## config.mk

```make
export PLATFORM = sky130hd
export DESIGN_NAME = sott_cand
export DESIGN_NICKNAME = d
export VERILOG_FILES = /design/src/sv/stop_order_trigger_table_macros.svh /design/src/sv/sott_pkg.sv /design/src/sv/sott_cand.sv
export SDC_FILE = /design/constraint.sdc
export NUM_CORES = 1
export LEC_CHECK = 0
export ABC_AREA = 1
export BUFFER_PORTS_ARGS = -buffer_cell sky130_fd_sc_hd__buf_2
export CAP_MARGIN = 15
export CORE_MARGIN = 10
export CORE_UTILIZATION = 45
export DETAILED_ROUTE_END_ITERATION = 10
export GPL_ROUTABILITY_DRIVEN = 0
export PLACE_DENSITY = 0.78
export SYNTH_ARGS = -nofsm -noshare
export SYNTH_HDL_FRONTEND = slang
export SYNTH_SLANG_ARGS = --single-unit
```

## constraint.sdc

```tcl
create_clock -name vclk -period 5.35
set_input_delay 0.535 -clock vclk [all_inputs]
set_output_delay 0.535 -clock vclk [all_outputs]
set_load 0.03 [all_outputs]
```

## src/sv/stop_order_trigger_table_macros.svh

```systemverilog
// Assertion macros for the stop order trigger table module.
// Depends on nothing; included inside module bodies.
`ifndef STOP_ORDER_TRIGGER_TABLE_MACROS_SVH
`define STOP_ORDER_TRIGGER_TABLE_MACROS_SVH
// Implication checked on every rising clock edge outside reset.
`define SOTT_ASSERT_IMP(label, clk, rst_n, cond, prop, msg) \
    label: assert property (@(posedge clk) disable iff (!rst_n) (cond) |-> (prop)) \
        else $error(msg);
// Next-cycle implication checked outside reset.
`define SOTT_ASSERT_NXT(label, clk, rst_n, cond, prop, msg) \
    label: assert property (@(posedge clk) disable iff (!rst_n) (cond) |=> (prop)) \
        else $error(msg);
`endif

```

## src/sv/sott_pkg.sv

```systemverilog
// Package for the stop order trigger table: sizes, operation and result codes.
// Depends on nothing.
package sott_pkg;
    localparam int TABLE_SLOTS = 32;
    localparam int SLOT_W = $clog2(TABLE_SLOTS);
    localparam int CNT_W = $clog2(TABLE_SLOTS + 1);

    typedef enum logic [2:0] {
        OP_ADD = 3'd0, OP_REPLAY = 3'd1, OP_CANCEL = 3'd2,
        OP_CHECK = 3'd3, OP_TRAIL = 3'd4
    } op_code_t;

    localparam logic [2:0] RES_ADDED = 3'd0;
    localparam logic [2:0] RES_FULL = 3'd1;
    localparam logic [2:0] RES_DUP = 3'd2;
    localparam logic [2:0] RES_CANCELLED = 3'd3;
    localparam logic [2:0] RES_NOT_FOUND = 3'd4;
    localparam logic [2:0] RES_RELEASED = 3'd5;
    localparam logic [2:0] RES_NONE = 3'd6;
    localparam logic [2:0] RES_UPDATED = 3'd7;

    localparam logic [1:0] KIND_LIMIT = 2'd1;
    localparam logic [1:0] KIND_TRAIL = 2'd2;

    // One slot's stored order as seen by the scan unit.
    typedef struct packed {
        logic        buy;
        logic [1:0]  kind;
        logic [31:0] ident;
        logic [31:0] stop;
        logic [31:0] gap;
        logic [31:0] best;
        logic [31:0] age;
    } slot_view_t;
endpackage

```

## src/sv/sott_cand.sv

```systemverilog
// Shared compare unit: decides whether a scanned slot beats the current candidate.
// Depends on sott_pkg.
module sott_cand (
    input  sott_pkg::slot_view_t sv,
    input  logic                 sv_valid,
    input  logic                 side,
    input  logic [31:0]          trade,
    input  logic [31:0]          insert_count,
    input  logic                 have_best,
    input  logic [31:0]          best_stop,
    input  logic [31:0]          best_age,
    output logic                 better
);
    import sott_pkg::*;
    logic        fires;
    logic [31:0] a_cur;
    logic [31:0] a_best;

    always_comb
    begin
        fires = side ? (sv.stop <= trade) : (sv.stop >= trade);
        a_cur = insert_count - sv.age;
        a_best = insert_count - best_age;
        better = sv_valid && (sv.buy == side) && fires &&
                 (!have_best || (sv.stop < best_stop) ||
                  ((sv.stop == best_stop) && (a_cur > a_best)));
    end
endmodule

```

==> results of run 1 <==
[logic make-up after synthesis]
group | Yosys count | synth area share
buffers and inverters | 211 | 0.126
adder cells (fa/ha/maj) | 160 | 0.320
AND/OR/NAND/NOR | 411 | 0.275
XOR/XNOR | 49 | 0.0681
AO/OA/AOI/OAI | 230 | 0.210
[stage by stage]
stage | power [W] | hold WS (ns) | instances | util
2_1_floorplan | 0.000621 | 1.30 | 1061 | -
3_3_place_gp | 0.000839 | 1.50 | 1438 | 0.545
3_5_place_dp | 0.000860 | 1.50 | 1438 | 0.545
4_1_cts | 0.000866 | 1.50 | 1438 | 0.545
5_1_grt | 0.00100 | 1.53 | 1438 | 0.545
6_report | 0.000871 | 1.49 | 1438 | 0.545
[layout make-up]
cell class | count | area share
multi-input cells | 850 | 0.733
inverters | 211 | 0.105
well taps | 180 | 0.0300
repair buffers | 197 | 0.131
[worst paths after layout]
check,depth (start not counted),from,endpoint,slack [ns]
min,5,have_best,better,1.49
max,25,insert_count[0],better,0.81
[layout by cell type (no fill, tap or decap), drive strengths merged, types with 19 or more instances in the layout]
master and count:
o21ai 58, xnor2 19, nor3 22, nor2 88, xor2 30, inv 211, buf 197, a21oi 134
nand2 239, ha 158, nand3 39
[tightest hold or removal path, stage by stage]
cell and delay (ns):
buf_2 0.08, nand2_1 0.04, nor2_1 0.09, nor2_1 0.05, buf_2 0.17
[synth_stat cells, drive strengths merged]
cell and instances:
a21boi 5, nor3 22, o21bai 13, a21o 7
xor2 30, nor3b 1, xnor2 19, nand4 15
nor2 88, fa 2, ha 158, o21ai 58
inv 211, o21a 10, nand3b 5, nand2 239
a31oi 3, nand3 39, and2 1, a21oi 134
nor4 1
[layer usage]
layer | up-vias | part of all wire | GRT usage | routed length (um)
li1 | 3887 | - | - | -
met1 | 3148 | 0.45 | 0.242 | 8850
met2 | 265 | 0.47 | 0.342 | 9220
met3 | 20 | 0.060 | 0.0171 | 1170
met4 | 0 | 0.019 | 0.0327 | 364
met5 | - | 0 | 0 | 0
[report_power, final]
group          leakage [nW]  internal [W]  switching [W]
sequential                0             0              0
combinational          4.48      0.000363       0.000508
clock                     0             0              0
==> summary.md, run 1 <==
| Metric | Value |
|---|---|
| Routed len/inst | 13.6 um |
| Pre-CTS setup slack | 0.861 ns |
| Post-route minimum period | 4.54 ns |
| Slowest-stage cell, CP | fa_1 |
| Post-route cell area | 0.00751 mm2 |
| Final count of hold timing violations | 0 |
| # clk buffers | 0 |
| Setup TNS | 0 ns |
| CP delay by family, top | simple AND/OR/NAND/NOR gates |
| Register area | 0 um2 |
| DR pass1 iterations | 5 |
| Arr. time, crit path | 4.01 ns |
| CTS Hold Bufs | 0 |
| Area leader, netlist | ha_1 |
| Antenna violations before repair | 0 |
| GRT Total Usage | 0.190 |
| CP max FO | 5 |
| Core box area | 0.0138 mm2 |
| Syn Area/Cell | 5.94 um2 |
| DP Wirelength | 18,100 um |
| Unrepaired setup endpoints after global routing | false |
| Post-CTS Setup Inserts | 0 |
| Setup crit start kind | input port |
| Crit path setup slack, layout | 0.806 ns |
| Cell mode on critical path | nand2_1 |
| Maxcap violations | 0 |
| Yosys warning total | 0 |
| Vias | 7,320 |
| Leak | 4.48 nW |
| Final Setup Violations | 0 |
| Worst Setup End Kind | output port |
| Initial core utilization | 0.457 |
| Multi-input logic area | 0.00551 mm2 |
| Post-CTS Resized | 0 |
| PD cells | 116 mW/mm2 |
| Diodes inserted | 0 |
| ANT nets after route | 0 |
| Outcome | finished clean |
| Net count, final | 1,714 |
| Num sequential | 0 |
| GR Overflow Total | 0 |
| Maximum clock rate | 0.220 GHz |
| Post-Syn Instances | 1,061 |
| CP Buf/Inv Count | 4 |
| Die area | 0.0191 mm2 |
| Cell Area, Placed | 0.00751 mm2 |
| Iter 0 DRT Violations | 419 |
| Worst EP required | 4.82 ns |
| Die W | 138 um |
| PortBufs | 197 |
| Share of the synthesized area in the top cell type | 0.314 |
| Top cells by area in the synthesized netlist | ha_1 31%, nand2_1 14%, inv_1 13% |
| Area of the mapped netlist | 0.00630 mm2 |
| CP max stage delay | 0.39 ns |
| Worst Hold Class | input port to output port |
| Global-route wire length before repair | 32,100 um |
| # fillers | 1,456 |
| Slew @ Worst Pin | 0.384 ns |
| Share of layout cells above drive strength 1 | 0.186 |
| I/O Pins | 295 |
| Chip height | 138 um |
| Routed vias/inst | 5.09 |
| Syn nets | 1,515 |
| Crit share post-route | 0.849 |
| Max-slew violations | 0 |
| Post-synthesis cell type count | 31 |
| Peak supply drop | 0.0664 mV |
| # DRC | 0 |
| Sequential element share of the synthesized area | 0 |
| Core Rows | 43 |
| Post-Route WL | 19,600 um |
| Crit path kind | input port to output port |
| Worst slew margin | 0.742 |
| Maximum number of pins on one net before global-route repair | 6 |
| Area grow syn2layout | 19.2% |
| Vias in the first global route | 7,108 |
Power figures use the tool's default switching activity.
==> run 2: changes to the inputs <==
==> constraint.sdc (replaced) <==
create_clock -name vclk -period 4.52
set_input_delay 0.452 -clock vclk [all_inputs]
set_output_delay 0.452 -clock vclk [all_outputs]
set_load 0.03 [all_outputs]
==> run 2 against run 1 <==
Die area is the same. Critical path depth is the same. Hold slack got worse by 0.16 ns. Critical endpoint unchanged. Largest cell class unchanged. Highest routed layer unchanged.
==> summary.md, run 2 (synthesis gave the netlist of run 1 again) <==
| Metric | Value |
|---|---|
| Register area | 0 um2 (unchanged) |
| Setup TNS | 0 ns (unchanged) |
| Slew @ Worst Pin | 0.386 ns (+0.00160 ns) |
| Worst Setup End Kind | output port |
| Final Setup Violations | 0 (unchanged) |
| CP max FO | 5 (unchanged) |
| Leak | 4.48 nW (about the same) |
| Vias in the first global route | 7,349 (+3.4%) |
| Post-CTS Resized | 0 (unchanged) |
| Num sequential | 0 (unchanged) |
| Hold endpoint | better |
| Maximum number of pins on one net before global-route repair | 6 (unchanged) |
| Sw Share | 0.585 (+0.00233) |
| Die area | 0.0191 mm2 (unchanged) |
| Routed len/inst | 13.9 um (+2.1%) |
| Slowest-stage cell, CP | fa_1 |
| Post-Route WL | 20,000 um (+2.1%) |
| DP Wirelength | 18,500 um (+1.9%) |
| Layout Utilization | 0.546 (about the same) |
| PortBufs | 197 (unchanged) |
| Hold path startpoint | have_best |
| Routed vias/inst | 5.14 (+0.98%) |
| Crit path kind | input port to output port |
| Clock network fraction of design power | 0 (unchanged) |
| # DRC | 0 (unchanged) |
| Post-route minimum period | 4.18 ns |
| Core Rows | 43 (unchanged) |
| Peak supply drop | 0.0773 mV (+17%) |
| I/O Pins | 295 (unchanged) |
| Worst Hold Class | input port to output port |
| Outcome | finished clean |
| Worst slew margin | 0.740 (-0.00141) |
| Setup crit start kind | input port |
| Post-CTS Setup Inserts | 0 (unchanged) |
| Net count, final | 1,714 (unchanged) |
| GR Overflow Total | 0 (unchanged) |
| Share of layout cells above drive strength 1 | 0.187 (+0.000795) |
| Net Sw Power | 0.000606 W (+19%) |
| Global-route wire length before repair | 33,300 um (+3.5%) |
| Final Hold Slack | 1.34 ns (-0.157 ns) |
| # fillers | 1,468 (+0.82%) |
| Most frequent cells in the layout | 229 x nand2_1, 210 x inv_1, 197 x buf_2, 158 x ha_1, 126 x a21oi_1 |
| CTS Hold Bufs | 0 (unchanged) |
| # clk buffers | 0 (unchanged) |
| Iter 0 DRT Violations | 378 (-9.8%) |
| Cell mode on critical path | nand2_1 |
| Combinational Power Share | 1.000 (about the same) |
| Maxcap violations | 0 (unchanged) |
| Chip height | 138 um (unchanged) |
| DR pass1 iterations | 5 (unchanged) |
| Pre-CTS setup slack | 0.266 ns (-0.596 ns) |
| Arr. time, crit path | 3.73 ns (-0.28 ns) |
| Initial core utilization | 0.457 (unchanged) |
| Seq pwr share | 0 (unchanged) |
| Crit share post-route | 0.925 |
| Final Total Pwr | 0.00103 W (+19%) |
| Area grow syn2layout | 19.3% (about the same) |
| Vias | 7,392 (+0.98%) |
| ANT nets after route | 0 (unchanged) |
| GRT Total Usage | 0.196 (+0.00601) |
| Die W | 138 um (unchanged) |
| Final count of hold timing violations | 0 (unchanged) |
| Crit path setup slack, layout | 0.341 ns (-0.465 ns) |
| CP max stage delay | 0.39 ns (about the same) |
| WHS Path Cells | 5 (unchanged) |
| PD cells | 138 mW/mm2 (+19%) |
| Unrepaired setup endpoints after global routing | false |
| Diodes inserted | 0 (unchanged) |
| Internal power | 0.000429 W (+18%) |
| Commonest non-fill, non-tap cell in the layout | nand2_1 |
| Worst EP required | 4.07 ns (-0.75 ns) |
| Antenna violations before repair | 0 (unchanged) |
| Max-slew violations | 0 (unchanged) |
| Multi-input logic area | 0.00551 mm2 (about the same) |
| Core box area | 0.0138 mm2 (unchanged) |
| Maximum clock rate | 0.239 GHz |
-- run 2: cell counts in the layout (fill, tap and decap cells not counted) --
Identical to the previous run, type by type.
-- run 2: through the flow --
step / cells / instance area [um2]
2_1_floorplan: 1061 / 6300
3_3_place_gp: 1438 / 7510
3_5_place_dp: 1438 / 7510
4_1_cts: 1438 / 7510
5_1_grt: 1438 / 7510
6_report: 1438 / 7510
-- run 2: cell type report --
class / count / area share
inverters: 211 / 0.105
well taps: 180 / 0.0300
repair buffers: 197 / 0.131
multi-input cells: 850 / 0.733
-- run 2: critical path, delay by kind of cell --
family                   cells  cell delay [ns]
buffers and inverters        4             0.45
AND/OR/NAND/NOR             15             1.46
AO/OA/AOI/OAI                3             0.54
adder cells (fa/ha/maj)      3             0.82
-- run 2: how the worst max path moves through the flow --
stage                               start      to  slack [ns]  depth (start not counted)
final                     insert_count[0]  better        0.34                         25
after global routing      insert_count[0]  better        0.04                         25
after CTS                 insert_count[0]  better        0.25                         25
after detailed placement  insert_count[0]  better        0.27                         25
after global placement    insert_count[0]  better        0.34                         25
after floorplan           insert_count[0]  better        0.83                         23
-- run 2: power groups by stage --
stage / Sequential, W / Clock [W] / Combinational, W
after floorplan: 0 / 0 / 0.000735
after global placement: 0 / 0 / 0.000994
after detailed placement: 0 / 0 / 0.00102
after CTS: 0 / 0 / 0.00103
after global routing: 0 / 0 / 0.00120
final: 0 / 0 / 0.00103
-- run 2: metal layers --
| layer | track usage | routed length (um) | vias up | part of all wire |
|---|---|---|---|---|
| met5 | 0 | 0 | - | 0 |
| met4 | 0.0372 | 463 | 0 | 0.023 |
| met3 | 0.0236 | 1450 | 30 | 0.072 |
| met2 | 0.353 | 9450 | 316 | 0.47 |
| met1 | 0.244 | 8660 | 3155 | 0.43 |
| li1 | - | - | 3891 | - |
